<file path="src/hdl/ect_pkg.sv">
package ect_pkg;

  localparam int unsigned ACTION_W  = 4;
  localparam int unsigned VALUE_W   = 16;
  localparam int unsigned SETTING_W = 14;
  localparam int unsigned COUNT_W   = 20;
  // setting * 100 needs one bit more than the count
  localparam int unsigned TARGET_W  = 21;
  localparam int unsigned SUM_W     = VALUE_W + 2;
  localparam int unsigned RESULT_W  = 2 + 1 + 1 + SETTING_W + 2 * COUNT_W;
  localparam int unsigned M_DATA_W  = ((RESULT_W + 7) / 8) * 8;

  localparam logic [SETTING_W-1:0] MAX_TENTHS   = 14'd9990;
  localparam logic [SETTING_W-1:0] RESET_TENTHS = 14'd100;
  localparam logic [6:0]           MS_PER_TENTH = 7'd100;
  localparam logic [COUNT_W-1:0]   COUNT_MAX    = {COUNT_W{1'b1}};
  localparam logic [TARGET_W-1:0]  RESET_TARGET = 21'd10000;

  typedef enum logic [1:0] {
    MODE_STOPPED = 2'd0,
    MODE_RUNNING = 2'd1,
    MODE_PAUSED  = 2'd2,
    MODE_FOCUS   = 2'd3
  } mode_e;

  typedef enum logic [ACTION_W-1:0] {
    ACT_TICK         = 4'd0,
    ACT_START        = 4'd1,
    ACT_STOP         = 4'd2,
    ACT_TOGGLE       = 4'd3,
    ACT_PAUSE        = 4'd4,
    ACT_RESUME       = 4'd5,
    ACT_RESET        = 4'd6,
    ACT_FOCUS        = 4'd7,
    ACT_FOCUS_OFF    = 4'd8,
    ACT_FOCUS_TOGGLE = 4'd9,
    ACT_LOAD_TIME    = 4'd10,
    ACT_ADD_TIME     = 4'd11
  } action_e;

  typedef struct packed {
    mode_e                mode;
    logic [SETTING_W-1:0] setting;
    logic [COUNT_W-1:0]   elapsed;
    logic [TARGET_W-1:0]  target;
  } ect_state_t;

  // first member lands in the top bits: mode ends up at bit 0
  typedef struct packed {
    logic [COUNT_W-1:0]   elapsed_out_ms;
    logic [COUNT_W-1:0]   time_left_ms;
    logic [SETTING_W-1:0] setting_tenths;
    logic                 expired;
    logic                 lamp_on;
    mode_e                mode;
  } ect_result_t;

endpackage

</file>
<file path="src/hdl/exposure_countdown_timer.sv">
// An accepted input beat goes through the input register, then the state
// update into the result register, before its result beat appears.
// Throughput: one beat per cycle; the input side keeps taking beats while a
// result waits, and stalls only when both stages are full.
// Reset: mode stopped, setting 10.0 s, elapsed count cleared, both stages empty.
module exposure_countdown_timer import ect_pkg::*; #(
  parameter logic [SETTING_W-1:0] SETTING_MAX = MAX_TENTHS
) (
  input  logic                clk_i,
  input  logic                rst_ni,
  input  logic                s_axis_tvalid_i,
  output logic                s_axis_tready_o,
  input  logic [15:0]         s_axis_tdata_i,   // [15:0] value_tenths
  input  logic [3:0]          s_axis_tuser_i,   // [3:0] action
  output logic                m_axis_tvalid_o,
  input  logic                m_axis_tready_i,
  // [1:0] mode, [2] lamp_on, [3] expired, [17:4] setting_tenths,
  // [37:18] time_left_ms, [57:38] elapsed_out_ms, [63:58] zero
  output logic [M_DATA_W-1:0] m_axis_tdata_o
);

  logic                        in_valid_q;
  logic [ACTION_W-1:0]         action_q;
  logic signed [VALUE_W-1:0]   value_q;
  logic                        out_valid_q;
  ect_result_t                 result_q;
  ect_result_t                 result_d;
  ect_state_t                  state_q;
  ect_state_t                  state_d;
  logic                        advance;

  assign advance         = !out_valid_q || m_axis_tready_i;
  assign s_axis_tready_o = !in_valid_q || advance;

  always_ff @(posedge clk_i or negedge rst_ni) begin
    if (!rst_ni) begin
      in_valid_q <= 1'b0;
    end else if (s_axis_tready_o) begin
      in_valid_q <= s_axis_tvalid_i;
    end
  end

  always_ff @(posedge clk_i) begin
    if (s_axis_tvalid_i && s_axis_tready_o) begin
      action_q <= s_axis_tuser_i;
      value_q  <= $signed(s_axis_tdata_i);
    end
  end

  ect_core #(
    .SETTING_MAX (SETTING_MAX)
  ) u_core (
    .state_i        (state_q),
    .action_i       (action_q),
    .value_tenths_i (value_q),
    .state_o        (state_d),
    .result_o       (result_d)
  );

  always_ff @(posedge clk_i or negedge rst_ni) begin
    if (!rst_ni) begin
      state_q.mode    <= MODE_STOPPED;
      state_q.setting <= RESET_TENTHS;
      state_q.elapsed <= '0;
      state_q.target  <= RESET_TARGET;
      out_valid_q     <= 1'b0;
    end else if (advance) begin
      out_valid_q <= in_valid_q;
      if (in_valid_q) state_q <= state_d;
    end
  end

  always_ff @(posedge clk_i) begin
    if (advance && in_valid_q) result_q <= result_d;
  end

  assign m_axis_tvalid_o = out_valid_q;
  assign m_axis_tdata_o  = {{(M_DATA_W-RESULT_W){1'b0}}, result_q};

  // the count only lives in running and paused
  a_idle_count_clear: assert property (@(posedge clk_i) disable iff (!rst_ni)
    (state_q.mode == MODE_STOPPED || state_q.mode == MODE_FOCUS) |-> state_q.elapsed == '0)
    else $error("elapsed count not cleared outside running/paused");

  a_target_tracks: assert property (@(posedge clk_i) disable iff (!rst_ni)
    state_q.target == TARGET_W'(state_q.setting) * TARGET_W'(MS_PER_TENTH))
    else $error("target out of step with setting");

  a_setting_range: assert property (@(posedge clk_i) disable iff (!rst_ni)
    state_q.setting <= SETTING_MAX)
    else $error("setting above maximum");

  a_expire_stops: assert property (@(posedge clk_i) disable iff (!rst_ni)
    (m_axis_tvalid_o && result_q.expired) |->
      (result_q.mode == MODE_STOPPED && result_q.elapsed_out_ms == '0))
    else $error("expired beat not reporting stopped");

  a_stall_holds_state: assert property (@(posedge clk_i) disable iff (!rst_ni)
    (out_valid_q && !m_axis_tready_i) |=> $stable(state_q))
    else $error("state changed while result stalled");

endmodule

</file>
<file path="src/hdl/ect_core.sv">
module ect_core import ect_pkg::*; #(
  parameter logic [SETTING_W-1:0] SETTING_MAX = MAX_TENTHS
) (
  input  ect_state_t                state_i,
  input  logic [ACTION_W-1:0]       action_i,
  input  logic signed [VALUE_W-1:0] value_tenths_i,
  output ect_state_t                state_o,
  output ect_result_t               result_o
);

  action_e              action;
  logic signed [SUM_W-1:0] value_ext;
  logic signed [SUM_W-1:0] sum_s;
  logic [SETTING_W-1:0] clamped;
  logic [COUNT_W-1:0]   elapsed_inc;
  mode_e                mode_n;
  logic [SETTING_W-1:0] setting_n;
  logic [COUNT_W-1:0]   elapsed_n;
  logic [TARGET_W-1:0]  target_n;
  logic                 expired;
  logic                 active;
  logic [TARGET_W-1:0]  rem_full;

  assign action    = action_e'(action_i);
  assign value_ext = {{(SUM_W-VALUE_W){value_tenths_i[VALUE_W-1]}}, value_tenths_i};

  // load takes the value alone, add puts it on top of the setting
  always_comb begin
    if (action == ACT_ADD_TIME) begin
      sum_s = $signed({{(SUM_W-SETTING_W){1'b0}}, state_i.setting}) + value_ext;
    end else begin
      sum_s = value_ext;
    end
    if (sum_s < 0) begin
      clamped = '0;
    end else if (sum_s > $signed({{(SUM_W-SETTING_W){1'b0}}, SETTING_MAX})) begin
      clamped = SETTING_MAX;
    end else begin
      clamped = sum_s[SETTING_W-1:0];
    end
  end

  assign elapsed_inc = (state_i.elapsed == COUNT_MAX) ? state_i.elapsed
                                                      : state_i.elapsed + 1'b1;

  always_comb begin
    mode_n    = state_i.mode;
    setting_n = state_i.setting;
    elapsed_n = state_i.elapsed;
    expired   = 1'b0;
    unique case (action)
      ACT_TICK: begin
        if (state_i.mode == MODE_RUNNING) begin
          if ({1'b0, elapsed_inc} >= state_i.target) begin
            mode_n    = MODE_STOPPED;
            elapsed_n = '0;
            expired   = 1'b1;
          end else begin
            elapsed_n = elapsed_inc;
          end
        end
      end
      ACT_START: begin
        if (state_i.mode != MODE_RUNNING) begin
          mode_n    = MODE_RUNNING;
          elapsed_n = '0;
        end
      end
      ACT_STOP, ACT_RESET: begin
        mode_n    = MODE_STOPPED;
        elapsed_n = '0;
      end
      ACT_TOGGLE: begin
        if (state_i.mode == MODE_RUNNING) begin
          mode_n = MODE_PAUSED;
        end else if (state_i.mode == MODE_PAUSED) begin
          mode_n = MODE_RUNNING;
        end else begin
          mode_n    = MODE_RUNNING;
          elapsed_n = '0;
        end
      end
      ACT_PAUSE: begin
        if (state_i.mode == MODE_RUNNING) mode_n = MODE_PAUSED;
      end
      ACT_RESUME: begin
        if (state_i.mode == MODE_PAUSED) mode_n = MODE_RUNNING;
      end
      ACT_FOCUS: begin
        if (state_i.mode == MODE_STOPPED || state_i.mode == MODE_PAUSED) begin
          mode_n    = MODE_FOCUS;
          elapsed_n = '0;
        end
      end
      ACT_FOCUS_OFF: begin
        if (state_i.mode == MODE_FOCUS) mode_n = MODE_STOPPED;
      end
      ACT_FOCUS_TOGGLE: begin
        if (state_i.mode == MODE_FOCUS) begin
          mode_n = MODE_STOPPED;
        end else if (state_i.mode != MODE_RUNNING) begin
          mode_n    = MODE_FOCUS;
          elapsed_n = '0;
        end
      end
      ACT_LOAD_TIME, ACT_ADD_TIME: begin
        setting_n = clamped;
      end
      default: begin
      end
    endcase
  end

  assign target_n = TARGET_W'(setting_n) * TARGET_W'(MS_PER_TENTH);
  assign active   = (mode_n == MODE_RUNNING) || (mode_n == MODE_PAUSED);

  always_comb begin
    if (!active) begin
      rem_full = target_n;
    end else if ({1'b0, elapsed_n} >= target_n) begin
      rem_full = '0;
    end else begin
      rem_full = target_n - {1'b0, elapsed_n};
    end
  end

  assign state_o.mode    = mode_n;
  assign state_o.setting = setting_n;
  assign state_o.elapsed = elapsed_n;
  assign state_o.target  = target_n;

  assign result_o.mode           = mode_n;
  assign result_o.lamp_on        = (mode_n == MODE_RUNNING) || (mode_n == MODE_FOCUS);
  assign result_o.expired        = expired;
  assign result_o.setting_tenths = setting_n;
  assign result_o.time_left_ms   = (rem_full > {1'b0, COUNT_MAX}) ? COUNT_MAX
                                                                  : rem_full[COUNT_W-1:0];
  assign result_o.elapsed_out_ms = active ? elapsed_n : '0;

endmodule
</file>
<file path="config.mk">
export PLATFORM = sky130hd
export DESIGN_NAME = exposure_countdown_timer
export DESIGN_NICKNAME = d
export VERILOG_FILES = /design/src/hdl/ect_pkg.sv /design/src/hdl/exposure_countdown_timer.sv /design/src/hdl/ect_core.sv
export SDC_FILE = /design/constraint.sdc
export NUM_CORES = 1
export LEC_CHECK = 0
export ABC_CLOCK_PERIOD_IN_PS = 13570
export BUFFER_PORTS_ARGS = -buffer_cell sky130_fd_sc_hd__clkbuf_2
export CAP_MARGIN = 30
export CORE_MARGIN = 4
export CORE_UTILIZATION = 60
export CTS_CLUSTER_DIAMETER = 200
export DETAILED_ROUTE_END_ITERATION = 12
export PLACE_DENSITY = 0.8
export SETUP_SLACK_MARGIN = 0.2
export SYNTH_ARGS = -nofsm -noshare
export SYNTH_HDL_FRONTEND = slang
export SYNTH_SLANG_ARGS = --single-unit
</file>
<file path="constraint.sdc">
create_clock -name clk_i -period 13.57 [get_ports clk_i]
set_clock_uncertainty 0.15 [all_clocks]
set_input_delay 0 -clock clk_i [delete_from_list [all_inputs] [get_ports clk_i]]
set_output_delay 0 -clock clk_i [all_outputs]
set_load 0.05 [all_outputs]
</file>
==> results.tsv <==
stage	metric	value	unit
pwr	Internal Power	1.22	mW
cts	# Post-CTS Setup Buffers	0	
timing	max_slew headroom	0.364	
cells_and_area	Non-Filler Instances	1398	
die	Die Area	18800	sq um
die	Initial Util	0.621	
cts	maximum clock path buffer count	2	
die	Die X	137	um
critical_path	CP Capture Type	flip-flop	
critical_path	critical path's slowest cell	o31ai_1	
timing	RSZ-0062 raised after global routing	false	
pwr	Switching Fraction	0.453	
critical_path	CP max FO	19	
timing	crit path time final	10.09	ns
detailed_routing	Met1 Wirelength	10.9	mm
synthesis	EDFF count, synth	77	
place	placed insts	1342	
detailed_routing	First DRT Iteration DRCs	670	
die	core area	16100	sq um
detailed_routing	Post-Route WL	25.7	mm
critical_path	most frequent cell on the critical path	ha_1	
hold_path	worst hold path type	primary input to async pin	
detailed_routing	met3 wire len	1.87	mm
die	chip height	137	um
pwr	sequential share of power	0.260	
critical_path	worst r2r src	state_q[43]	
synthesis	largest family of logic cells by synthesized area	compound AO/OA/AOI/OAI gates	
grt	largest net degree at the start of global routing	55	
cts	worst skew pair latency	0.43	ns
detailed_routing	first-pass iteration count of the detailed router	5	
grt	vias in the first global route	8268	
synthesis	register area share after synthesis	0.367	
cells_and_area	Diodes inserted	0	
synthesis	post-synthesis xor/xnor area fraction	0.0529	
synthesis	compound-gate portion of the synthesized area	0.203	
place	Final HPWL DP	19.1	mm
synthesis	Mean Syn Cell Area	9.29	sq um
detailed_routing	DR vias	8670	
cts	CTS Buf Count	17	
place	gp weighted congestion	0.948	
cts	H-Tree Depth	4	
place	DP Worst Slack	3.68	ns
synthesis	mapped cell area	10000	sq um
synthesis	Synth async-reset ratio	0.412	
critical_path	critical path launch point type	flip-flop	
synthesis	#FFs+latches synth	131	
synthesis	top cell type by total area after synthesis	edfxtp_1	
pwr	P_sw	1.01	mW
cells_and_area	most frequent cells in the layout	nand2_1, ha_1, nor2_1, clkbuf_2, o21ai_0	
timing	worst setup margin	3.48	ns
synthesis	Synth top area share	0.231	
cells_and_area	commonest non-fill, non-tap cell in the layout	nand2_1	
detailed_routing	DRC violations left	0	
timing	Fmax	99.1	MHz
critical_path	flop-to-flop setup slack	3.48	ns
critical_path	reg2reg end	m_axis_tdata_o[21]	
synthesis	Main synth FF type	edfxtp_1	
pwr	Final Power	2.23	mW
cts	Root Buffer Master	clkbuf_16	
pwr	Worst IR Drop VDD	0.180	mV
cts	post-cts sizing count	0	
timing	setup_tns	0	ns
grt	GRT Residual Overflow	0	
outcome	status	completed	
detailed_routing	WL/cell	18.4	um
cells_and_area	filler cell count	1196	
cells_and_area	share of layout cells above drive strength 1	0.147	
pwr	Static Leak	4.98	nW
critical_path	WP data required	13.60	ns
timing	worst slew pin tran	0.946	ns
cts	Reg clk slew, reported paths	0.06	ns
synthesis	post-synthesis adder-cell area fraction	0.139	
cts	clock sinks	131	
synthesis	count of different cell masters after synthesis	86	
grt	initial antenna violation count	0	
job	max cap viols	0	
pwr	pwr dens	196	nW/um^2
place	cell area after placement	10600	sq um
synthesis	cells after synthesis	1077	
place	IO Port Bufs	83	
grt	All-Layer GR Usage	0.282	
critical_path	Reg2Reg Depth	30	
cells_and_area	final net count	1298	
die	num ports	90	
detailed_routing	vias per inst	6.20	
critical_path	CP arrival	10.12	ns
timing	Finish-stage setup viols	0	
critical_path	max incr delay on CP	0.79	ns
timing	Final Cycle Share	0.744	
timing	Fin. Hold Viols	0	
cells_and_area	Util after Layout	0.708	
die	row count	46	
detailed_routing	DR WL met2	12.1	mm
synthesis	simple-gate portion of the synthesized area	0.166	
critical_path	type of the worst setup path	flip-flop to flip-flop	
synthesis	yosys warns	0	
synthesis	top cells by area, synth	edfxtp_1, ha_1, dfrtp_1, nand2_1, o21ai_0	
cells_and_area	area delta synth->final	14.0	%
timing	Hold WS	0.102	ns
timing	fin. max-slew vios	0	
detailed_routing	remaining antenna violation count after routing	0	
synthesis	mux share of post-synthesis cell area	0.0274	
detailed_routing	uppermost routed layer	met4	
cells_and_area	design area	11400	sq um
pwr	Clk pwr share	0.211	
cts	CTS tree	yes	
grt	first-pass GRT wire length	41.7	mm
pwr	combinational share of power	0.530	
## what timing repair did
action,CTS,global route
hold buffers,24,0
endpoints found under the hold margin,69,0
setup endpoints to repair,0,0
## layout make-up
cell class                 count  area (sq um)  area share
clock buffer                  17           425      0.0373
clock inverter                15           170      0.0149
inverter                      59           223      0.0195
multi-input combinational    842          5910       0.518
sequential                   131          3670       0.322
tap                          216           270      0.0237
timing repair buffer         118           738      0.0647
## state kept, by name, indices dropped and copies added, names as in the netlist
name,count
action_q,4
value_q,16
m_axis_tvalid_o,1
in_valid_q,1
m_axis_tdata_o,57
state_q,52
## routing by layer
layer | up-vias | global-route usage
met5 | - | 0
met4 | 0 | 0.106
met3 | 62 | 0.0581
met2 | 377 | 0.453
met1 | 4084 | 0.376
li1 | 4147 | -
## logic make-up after synthesis
kind of cell | count (synthesis)
mux | 25
flops | 131
buf+inv | 109
other cells | 1
fa+ha+maj | 105
xor+xnor | 58
simple gates | 349
compound gates | 299
## cell usage after synthesis (all sizes together) (21+ instances only)
cell and instances:
nand2 117, ha 95, nor2 89, o21ai 87, edfxtp 77, a21oi 65
inv 59, dfrtp 47, xnor2 36, nand3 31, clkbuf 30, nor3 25
xor2 21
## power by group through the flow
stage               combinational [mW]  sequential, mW  clock, mW
finish                            1.18           0.580      0.471
detailed placement                1.16           0.586          0
CTS                               1.17           0.580      0.470
global placement                  1.14           0.585          0
global route                      1.29           0.588      0.491
floorplan                        0.762           0.718          0
## critical path: cells and delay by family (launching register included)
kind,cells,cell delay [ns]
buf+inv,2,0.09
fa+ha+maj,6,2.13
simple gates,3,0.46
xor+xnor,2,0.97
compound gates,17,5.44
flops,1,0.57
## worst max path at each step
stage | start | endpoint | slack [ns] | depth (start not counted)
after global placement | state_q[43] | m_axis_tdata_o[20] | 3.78 | 28
after detailed placement | state_q[43] | m_axis_tdata_o[21] | 3.68 | 30
after global routing | state_q[41] | m_axis_tdata_o[21] | 2.87 | 32
final | state_q[43] | m_axis_tdata_o[21] | 3.48 | 30
after CTS | state_q[43] | m_axis_tdata_o[21] | 3.58 | 30
after floorplan | state_q[43] | m_axis_tdata_o[34] | 5.20 | 30
Note: power is estimated with default switching activity, not from simulation.
